[config.mk]
export PLATFORM = sky130hd
export DESIGN_NAME = closest_match_edit_distance_core
export DESIGN_NICKNAME = d
export VERILOG_FILES = /design/src/rtl/cmed_pkg.sv /design/src/rtl/cmed_ram.sv /design/src/rtl/cmed_cell.sv /design/src/rtl/closest_match_edit_distance_core.sv
export SDC_FILE = /design/constraint.sdc
export NUM_CORES = 1
export LEC_CHECK = 0
export BUFFER_PORTS_ARGS = -buffer_cell sky130_fd_sc_hd__buf_2
export CORE_AREA = 2 2 214 269
export CTS_CLUSTER_DIAMETER = 60
export CTS_CLUSTER_SIZE = 12
export DETAILED_ROUTE_END_ITERATION = 8
export DIE_AREA = 0 0 216 271
export SETUP_SLACK_MARGIN = 0.1
export SLEW_MARGIN = 15
export SYNTH_ARGS = -nofsm -noshare
export SYNTH_HDL_FRONTEND = slang
export SYNTH_SLANG_ARGS = --single-unit
[constraint.sdc]
create_clock -name clk -period 15.6 [get_ports clk]
set_input_delay 0 -clock clk [delete_from_list [all_inputs] [get_ports clk]]
set_output_delay 0 -clock clk [all_outputs]
set_load 0.01 [all_outputs]
[src/rtl/cmed_pkg.sv]
`default_nettype none

package cmed_pkg;

	localparam int CHAR_W = 8;
	localparam int DIST_W = 6;
	localparam int IDX_W  = 8;
	localparam int S_TDATA_W = 8;
	localparam int TDATA_W = 32;
	localparam int S_TUSER_W = 3;
	localparam int M_TUSER_W = 2;

	localparam logic FUNC_QUERY = 1'b0;
	localparam logic FUNC_CAND  = 1'b1;

	localparam logic [DIST_W-1:0] MAX_DIST_RESET = 6'd2;

	typedef struct packed {
		logic [IDX_W-1:0]  cand_index;
		logic [DIST_W-1:0] distance;
		logic              is_final;
		logic              found;
		logic [IDX_W-1:0]  best_index;
		logic [DIST_W-1:0] min_dist;
		logic              overflow;
	} result_t;

endpackage

`default_nettype wire

[src/rtl/cmed_ram.sv]
`default_nettype none

module cmed_ram #(
	parameter int WIDTH = 8,
	parameter int DEPTH = 32,
	parameter int AW = (DEPTH > 1) ? $clog2(DEPTH) : 1
) (
	input  wire logic             clk,
	input  wire logic             we,
	input  wire logic [AW-1:0]    waddr,
	input  wire logic [WIDTH-1:0] wdata,
	input  wire logic [AW-1:0]    raddr,
	output logic      [WIDTH-1:0] rdata
);

	logic [WIDTH-1:0] mem [DEPTH];

	always_ff @(posedge clk) begin
		if (we) begin
			mem[waddr] <= wdata;
		end
		rdata <= mem[raddr];
	end

endmodule

`default_nettype wire

[src/rtl/cmed_cell.sv]
`default_nettype none

module cmed_cell import cmed_pkg::*; #(
	parameter int DW = 6
) (
	input  wire logic [DW-1:0]     up,
	input  wire logic [DW-1:0]     left,
	input  wire logic [DW-1:0]     diag,
	input  wire logic [CHAR_W-1:0] q_char,
	input  wire logic [CHAR_W-1:0] c_char,
	output logic      [DW-1:0]     cost
);

	logic [DW-1:0] del_c;
	logic [DW-1:0] ins_c;
	logic [DW-1:0] sub_c;
	logic [DW-1:0] m1;

	always_comb begin
		del_c = up + DW'(1);
		ins_c = left + DW'(1);
		sub_c = diag + DW'(q_char != c_char);
		m1 = (ins_c < del_c) ? ins_c : del_c;
		cost = (sub_c < m1) ? sub_c : m1;
	end

endmodule

`default_nettype wire

[src/rtl/closest_match_edit_distance_core.sv]
// Channel  Dir  Handshake          Payload
// s        in   s_tvalid/s_tready  s_tdata: char_code; s_tlast: last_char;
//                                  s_tuser: func, has_char, last_candidate
// m        out  m_tvalid/m_tready  m_tdata: candidate_index, distance, best_index,
//                                  min_dist; m_tlast: is_final; m_tuser: found, overflow
// cfg      in   cfg_wen            cfg_wdata: match limit
//
// A candidate character is processed by the single cell unit, which walks the column
// memory one query character per cycle. Closing a candidate waits in ST_FIN while the
// previous result is not taken.
// Reset clears the state machine and counters; the column uses per-entry valid bits.
// The input is not ready while a column update or a result hand-off is in progress.
`default_nettype none

module closest_match_edit_distance_core import cmed_pkg::*; #(
	parameter int MAX_LEN = 32,
	parameter int MAX_CANDIDATES = 256
) (
	input  wire logic                 clk,
	input  wire logic                 arst_n,
	input  wire logic                 s_tvalid,
	output logic                      s_tready,
	input  wire logic [S_TDATA_W-1:0] s_tdata,   // char_code
	input  wire logic                 s_tlast,
	input  wire logic [S_TUSER_W-1:0] s_tuser,   // func, has_char, last_candidate
	output logic                      m_tvalid,
	input  wire logic                 m_tready,
	output logic [TDATA_W-1:0]        m_tdata,   // candidate_index, distance, best_index,
	                                             // min_dist, zero fill
	output logic                      m_tlast,
	output logic [M_TUSER_W-1:0]      m_tuser,   // found, overflow
	input  wire logic                 cfg_wen,
	input  wire logic [DIST_W-1:0]    cfg_wdata
);

	localparam int CELL_W = $clog2(MAX_LEN + 1);
	localparam int DW = $clog2(MAX_LEN + 2);
	localparam int QAW = (MAX_LEN > 1) ? $clog2(MAX_LEN) : 1;
	localparam int CNT_W = (MAX_CANDIDATES > 1) ? $clog2(MAX_CANDIDATES) : 1;
	localparam int CMP_W = (DW > DIST_W) ? DW : DIST_W;

	typedef enum logic [1:0] {
		ST_IDLE,
		ST_RUN,
		ST_FIN
	} state_t;

	state_t state_q;

	logic [DIST_W-1:0] max_dist_q;
	logic [CELL_W-1:0] qlen_q;
	logic              query_done_q;
	logic              ovf_q;
	logic [CELL_W-1:0] cand_len_q;
	logic [CNT_W-1:0]  count_q;
	logic [DW-1:0]     best_q;
	logic [CNT_W-1:0]  best_pos_q;
	logic              best_valid_q;
	logic [MAX_LEN-1:0] dpv_q;
	logic [CELL_W-1:0] cell_q;
	logic [DW-1:0]     diag_q;
	logic [DW-1:0]     left_q;
	logic [DW-1:0]     last_v_q;
	logic [CHAR_W-1:0] char_q;
	logic              last_q;
	logic              final_q;
	logic              m_tvalid_q;
	result_t           res_q;

	logic              acc;
	logic              in_func;
	logic              in_has;
	logic              in_last_cand;
	logic [CHAR_W-1:0] in_char;
	logic [CELL_W-1:0] q_eff;
	logic              q_we;
	logic [QAW-1:0]    rd_addr;
	logic [CELL_W-1:0] cell_m1;
	logic [QAW-1:0]    dp_waddr;
	logic [DW-1:0]     dp_rdata;
	logic [CHAR_W-1:0] q_rdata;
	logic [DW-1:0]     up;
	logic [DW-1:0]     cost;
	logic              run_we;
	logic              out_free;
	logic [DW-1:0]     cand_dist;
	logic              new_best;
	logic [DW-1:0]     best_next;
	logic [CNT_W-1:0]  pos_next;

	always_comb begin
		acc = s_tvalid && s_tready;
		in_func = s_tuser[0];
		in_has = s_tuser[1];
		in_last_cand = s_tuser[2];
		in_char = s_tdata[CHAR_W-1:0];
		q_eff = query_done_q ? '0 : qlen_q;
		q_we = acc && (in_func == FUNC_QUERY) && in_has && (q_eff < CELL_W'(MAX_LEN));
		rd_addr = (state_q == ST_RUN) ? cell_q[QAW-1:0] : '0;
		cell_m1 = cell_q - CELL_W'(1);
		dp_waddr = cell_m1[QAW-1:0];
		up = dpv_q[dp_waddr] ? dp_rdata : DW'(cell_q);
		run_we = (state_q == ST_RUN);
		out_free = !m_tvalid_q || m_tready;
		if (qlen_q == '0) begin
			cand_dist = DW'(cand_len_q);
		end else if (cand_len_q == '0) begin
			cand_dist = DW'(qlen_q);
		end else begin
			cand_dist = last_v_q;
		end
		new_best = !best_valid_q || (cand_dist < best_q);
		best_next = new_best ? cand_dist : best_q;
		pos_next = new_best ? count_q : best_pos_q;
	end

	cmed_ram #(
		.WIDTH(CHAR_W),
		.DEPTH(MAX_LEN),
		.AW(QAW)
	) u_query_ram (
		.clk(clk),
		.we(q_we),
		.waddr(q_eff[QAW-1:0]),
		.wdata(in_char),
		.raddr(rd_addr),
		.rdata(q_rdata)
	);

	cmed_ram #(
		.WIDTH(DW),
		.DEPTH(MAX_LEN),
		.AW(QAW)
	) u_col_ram (
		.clk(clk),
		.we(run_we),
		.waddr(dp_waddr),
		.wdata(cost),
		.raddr(rd_addr),
		.rdata(dp_rdata)
	);

	cmed_cell #(
		.DW(DW)
	) u_cell (
		.up(up),
		.left(left_q),
		.diag(diag_q),
		.q_char(q_rdata),
		.c_char(char_q),
		.cost(cost)
	);

	always_ff @(posedge clk or negedge arst_n) begin
		if (!arst_n) begin
			state_q <= ST_IDLE;
			max_dist_q <= MAX_DIST_RESET;
			qlen_q <= '0;
			query_done_q <= 1'b0;
			ovf_q <= 1'b0;
			cand_len_q <= '0;
			count_q <= '0;
			best_q <= '1;
			best_pos_q <= '0;
			best_valid_q <= 1'b0;
			dpv_q <= '0;
			cell_q <= '0;
			m_tvalid_q <= 1'b0;
		end else begin
			if (cfg_wen) begin
				max_dist_q <= cfg_wdata;
			end
			if ((state_q == ST_FIN) && out_free) begin
				m_tvalid_q <= 1'b1;
			end else if (m_tready) begin
				m_tvalid_q <= 1'b0;
			end
			case (state_q)
				ST_IDLE: begin
					if (acc) begin
						last_q <= s_tlast;
						final_q <= in_last_cand;
						if (in_func == FUNC_QUERY) begin
							if (query_done_q) begin
								cand_len_q <= '0;
								count_q <= '0;
								best_q <= '1;
								best_pos_q <= '0;
								best_valid_q <= 1'b0;
								dpv_q <= '0;
							end
							query_done_q <= s_tlast;
							if (in_has && (q_eff < CELL_W'(MAX_LEN))) begin
								qlen_q <= q_eff + CELL_W'(1);
							end else begin
								qlen_q <= q_eff;
							end
							ovf_q <= (ovf_q && !query_done_q) ||
								(in_has && (q_eff >= CELL_W'(MAX_LEN)));
						end else begin
							query_done_q <= 1'b1;
							if (in_has && (cand_len_q < CELL_W'(MAX_LEN))) begin
								cand_len_q <= cand_len_q + CELL_W'(1);
								char_q <= in_char;
								diag_q <= DW'(cand_len_q);
								left_q <= DW'(cand_len_q) + DW'(1);
								cell_q <= CELL_W'(1);
								if (qlen_q != '0) begin
									state_q <= ST_RUN;
								end else if (s_tlast) begin
									state_q <= ST_FIN;
								end
							end else begin
								if (in_has) begin
									ovf_q <= 1'b1;
								end
								if (s_tlast) begin
									state_q <= ST_FIN;
								end
							end
						end
					end
				end
				ST_RUN: begin
					dpv_q[dp_waddr] <= 1'b1;
					diag_q <= up;
					left_q <= cost;
					last_v_q <= cost;
					cell_q <= cell_q + CELL_W'(1);
					if (cell_q == qlen_q) begin
						state_q <= last_q ? ST_FIN : ST_IDLE;
					end
				end
				ST_FIN: begin
					if (out_free) begin
						res_q.cand_index <= IDX_W'(count_q);
						res_q.distance <= DIST_W'(cand_dist);
						res_q.is_final <= final_q;
						res_q.found <= final_q && (CMP_W'(best_next) <= CMP_W'(max_dist_q));
						res_q.best_index <= IDX_W'(pos_next);
						res_q.min_dist <= DIST_W'(best_next);
						res_q.overflow <= ovf_q;
						cand_len_q <= '0;
						dpv_q <= '0;
						if (final_q) begin
							count_q <= '0;
							best_q <= '1;
							best_pos_q <= '0;
							best_valid_q <= 1'b0;
						end else begin
							best_q <= best_next;
							best_pos_q <= pos_next;
							best_valid_q <= 1'b1;
							if (count_q < CNT_W'(MAX_CANDIDATES - 1)) begin
								count_q <= count_q + CNT_W'(1);
							end
						end
						state_q <= ST_IDLE;
					end
				end
				default: begin
					state_q <= ST_IDLE;
				end
			endcase
		end
	end

	always_comb begin
		s_tready = (state_q == ST_IDLE);
		m_tvalid = m_tvalid_q;
		m_tdata = {
			{(TDATA_W - 2 * IDX_W - 2 * DIST_W){1'b0}},
			res_q.min_dist,
			res_q.best_index,
			res_q.distance,
			res_q.cand_index
		};
		m_tlast = res_q.is_final;
		m_tuser = {res_q.overflow, res_q.found};
	end

	a_run_cell_range: assert property (@(posedge clk) disable iff (!arst_n)
		(state_q == ST_RUN) |-> ((cell_q != '0) && (cell_q <= qlen_q)))
		else $error("column walk outside the query");

	a_cand_len_bound: assert property (@(posedge clk) disable iff (!arst_n)
		cand_len_q <= CELL_W'(MAX_LEN))
		else $error("candidate length beyond limit");

	a_fin_holds: assert property (@(posedge clk) disable iff (!arst_n)
		((state_q == ST_FIN) && m_tvalid_q && !m_tready) |=> (state_q == ST_FIN))
		else $error("result dropped while output busy");

	a_found_final: assert property (@(posedge clk) disable iff (!arst_n)
		(m_tvalid && !m_tlast) |-> !m_tuser[0])
		else $error("found set on a result that is not final");

endmodule

`default_nettype wire
==> flow_metrics.env <==
export IMPL_finalHoldViolCount=0
export IMPL_worst_slew_margin_rel=0.2271
export IMPL_routed_wire_length_per_instance_um=24.00
export IMPL_unrepaired_setup_endpoints_after_global_routing="no"
export IMPL_synth_area_mux_share=0.1160
export IMPL_power_leakage_nw=10.59
export IMPL_critical_path_top_cell_by_count="ha_1"
export IMPL_start_util=0.4584
export IMPL_fin_skew_ns=0.05152
export IMPL_area_growth_syn_to_layout_pct=11.91
export IMPL_regToRegSetupSlack_ns=6.60
export IMPL_dp_hpwl_mm=38.97
export IMPL_cts_buffer_depth=3
export IMPL_synth_simple_area_share=0.07206
export IMPL_synthXorXnorAreaFrac=0.01403
export IMPL_timing_final_crit_share=0.5767
export IMPL_n_diodes=0
export IMPL_number_of_gates_given_a_new_drive_strength_after_cts=0
export IMPL_synth_warning_count=0
export IMPL_timing_final_crit_period_ns=8.996
export IMPL_whs_endpoint="final_q$_DFFE_PP_"
export IMPL_std_cell_rows=97
export IMPL_port_buffers=55
export IMPL_synth_compound_gate_area_share=0.07015
export IMPL_critical_path_startpoint_type="register"
export IMPL_synth_cell_type_count=70
export IMPL_timing_worst_slew_pin_value_ns=1.157
export IMPL_via_per_inst=5.681
export IMPL_use_met1=0.2686
export IMPL_global_route_layer_with_the_greatest_usage="met2"
export IMPL_number_of_antenna_violations_at_the_first_check_in_global_routing=0
export IMPL_worst_setup_path_end_kind="register"
export IMPL_globalRouteMet2Util=0.3721
export IMPL_width_of_the_chip_um=216
export IMPL_power_density_nw_per_um2=212.6
export IMPL_tritoncts="yes"
export IMPL_cp_buffers_inverters=2
export IMPL_synth_top_area_cell="edfxtp_1"
export IMPL_cts_sinks=605
export IMPL_synth_fa_ha_area_frac=0.01760
export IMPL_synth_edff_count=507
export IMPL_synthMostInstantiatedCell="edfxtp_1"
export IMPL_grt_start_max_net_pins=85
export IMPL_remaining_drc_errors=0
export IMPL_num_cts_buffers=57
export IMPL_asyncSetResetFlopFracSynth=0.1388
export IMPL_io_pin_count=60
export IMPL_clock_tree_root_cell="clkbuf_16"
export IMPL_die_height_um=271
export IMPL_post_synth_inst_count=1714
export IMPL_first_iter_violations=1089
export IMPL_clk_pin_slew_ns=0.07
export IMPL_dieArea_um2=58540
export IMPL_class_of_the_worst_hold_path="in2reg"
export IMPL_design_area_um2=28640
export IMPL_setup_tns_ns=0
export IMPL_synthFlopType="edfxtp_1"
export IMPL_crit_type="reg2reg"
export IMPL_totalWireLength_mm=61.61
export IMPL_critPathMaxStageDelay_ns=0.88
export IMPL_worstRegToRegCells=29
export IMPL_design_core_area_um2=55830
export IMPL_first_global_vias=14931
export IMPL_fin_total_pwr_mw=6.089
export IMPL_post_synthesis_register_bit_count=605
export IMPL_timing_final_max_slew_violations=0
export IMPL_worst_hold_startpoint="s_tuser[2]"
export IMPL_synth_top_cell_area_share=0.5949
export IMPL_critical_path_slowest_cell="dfrtp_4"
export IMPL_outcome="finished, final reports clean"
export IMPL_reg2reg_from="cell_q[0]$_DFFE_PN0P_"
export IMPL_h_tree_depth=2
export IMPL_finish_net_count=1846
export IMPL_synth_top_family_by_area="multiplexers"
export IMPL_regToRegEndpoint="left_q[3]$_DFFE_PP_"
export IMPL_netlist_top_cells_area="edfxtp_1, dfrtp_1, mux4_2"
export IMPL_clock_insertion_delay_worst_skew_ns=0.64
export IMPL_placedInstanceArea_um2=26600
export IMPL_globalRoute_totalOverflow=0
export IMPL_setup_violations_final=0
export IMPL_grt_pass1_wl_mm=92.76
export IMPL_worst_ir_drop_vdd_mv=0.2631
export IMPL_cp_arrival_ns=9.50
export IMPL_required_ns=16.10
export IMPL_place_gp_congestion=0.9318
export IMPL_fmax_mhz=111.2
export IMPL_postSynthAreaPerCell_um2=14.93
export IMPL_drv_max_cap_violation_count=0
export IMPL_post_route_cells_drive_above_1_share=0.1299
export IMPL_synth_seq_area_share=0.6883
export IMPL_crit_family="compound AO/OA/AOI/OAI gates"
export IMPL_cell_area_after_synthesis_um2=25590
export IMPL_fin_worst_hold_slack_ns=0.1282
export IMPL_synth_top_cells_by_count="edfxtp_1, nand2_1, mux2i_1"
export IMPL_num_vias=14582
export IMPL_drt_pass1_iterations=5
export IMPL_route_antenna_remaining_nets=0
export IMPL_crit_fanout=40
export IMPL_grt_use_met3=0.02878
export IMPL_gr_usage_all_layers=0.2115
export IMPL_worst_hold_path_num_cells=2
==> power breakdown <==
part / switching [mW] / internal [mW] / total [mW]
clock: 0.585 / 0.704 / 1.29
sequential: 0.122 / 2.45 / 2.57
combinational: 1.50 / 0.733 / 2.23
total: 2.20 / 3.88 / 6.09
==> cell type report <==
type	instances	area, um^2
sequential	605	17620
inverter	39	146.4
multi-input combinational	978	7513
fill	4752	27190
clock inverter	7	102.6
tap	742	928.4
timing repair buffer	106	760.7
clock buffer	90	1570
==> cell usage in the layout, fill, tap and decap left out, types with 7 or more instances in the layout <==
master and count:
nand3_1 62, inv_1 38, a211oi_1 7, and3_1 7, ha_1 36, buf_4 16
nand2_1 172, mux2i_1 127, dlygate4sd3_1 35, dfxtp_1 14, dfrtp_1 75, o221ai_1 28
clkbuf_1 31, nand2b_1 11, mux4_2 64, buf_2 54, and2_1 8, mux2_2 8
a21oi_1 28, nor2_1 106, mux2_1 12, edfxtp_1 507, dfstp_2 7, a22o_1 10
xnor2_1 13, o21ai_0 82, a21o_1 39, nor2b_1 12, o22ai_1 28, xor2_1 28
clkbuf_16 57
==> per-stage QoR <==
step / worst slack, ns / utilization / std cells
2_1_floorplan: 7.045 / - / 1717
3_3_place_gp: 7.082 / 0.4764 / 2434
3_5_place_dp: 6.709 / 0.4764 / 2434
4_1_cts: 6.726 / 0.5130 / 2567
5_1_grt: 5.765 / 0.5130 / 2567
6_report: 6.604 / 0.5130 / 2567
==> cell families (layout without fill, tap and decap cells) <==
family                   Yosys count  after routing
AND/OR/NAND/NOR                  416            416
adder cells (fa/ha/maj)           36             36
flip-flops                       605            605
buffers and inverters            134            242
multiplexers                     214            214
XOR/XNOR                          41             41
other                              1              4
AO/OA/AOI/OAI                    267            267
==> layer usage <==
layer / routed length [um] / part of all wire
met5: 0 / 0
met4: 2065 / 0.034
met3: 2564 / 0.042
met2: 31740 / 0.52
met1: 25240 / 0.41
==> worst max path at each step <==
| stage | start | to | slack [ns] | depth (start not counted) |
|---|---|---|---|---|
| 4_1_cts | cell_q[0]$_DFFE_PN0P_ | last_v_q[5]$_DFFE_PP_ | 6.73 | 25 |
| 3_5_place_dp | cell_q[0]$_DFFE_PN0P_ | left_q[5]$_DFFE_PP_ | 6.71 | 26 |
| 2_1_floorplan | cell_q[0]$_DFFE_PN0P_ | last_v_q[4]$_DFFE_PP_ | 7.05 | 33 |
| 5_1_grt | cell_q[0]$_DFFE_PN0P_ | last_v_q[5]$_DFFE_PP_ | 5.77 | 26 |
| 3_3_place_gp | cell_q[0]$_DFFE_PN0P_ | left_q[1]$_DFFE_PP_ | 7.08 | 28 |
| 6_report | cell_q[0]$_DFFE_PN0P_ | left_q[3]$_DFFE_PP_ | 6.60 | 29 |
==> state kept, by name (all words and copies together) (netlist names), 8 cells and up <==
name               cells
u_query_ram.rdata      8
dpv_q                 32
best_pos_q             8
m_tdata               28
count_q                8
char_q                 8
u_query_ram.mem      256
u_col_ram.mem        192
==> repair_timing <==
item / CTS / global route
hold endpoints to repair: 315 / 0
hold buffers: 36 / 0
setup endpoints to repair: 0 / 0
buffers inserted: 0 / 0
Note: power is estimated with default switching activity, not from simulation.
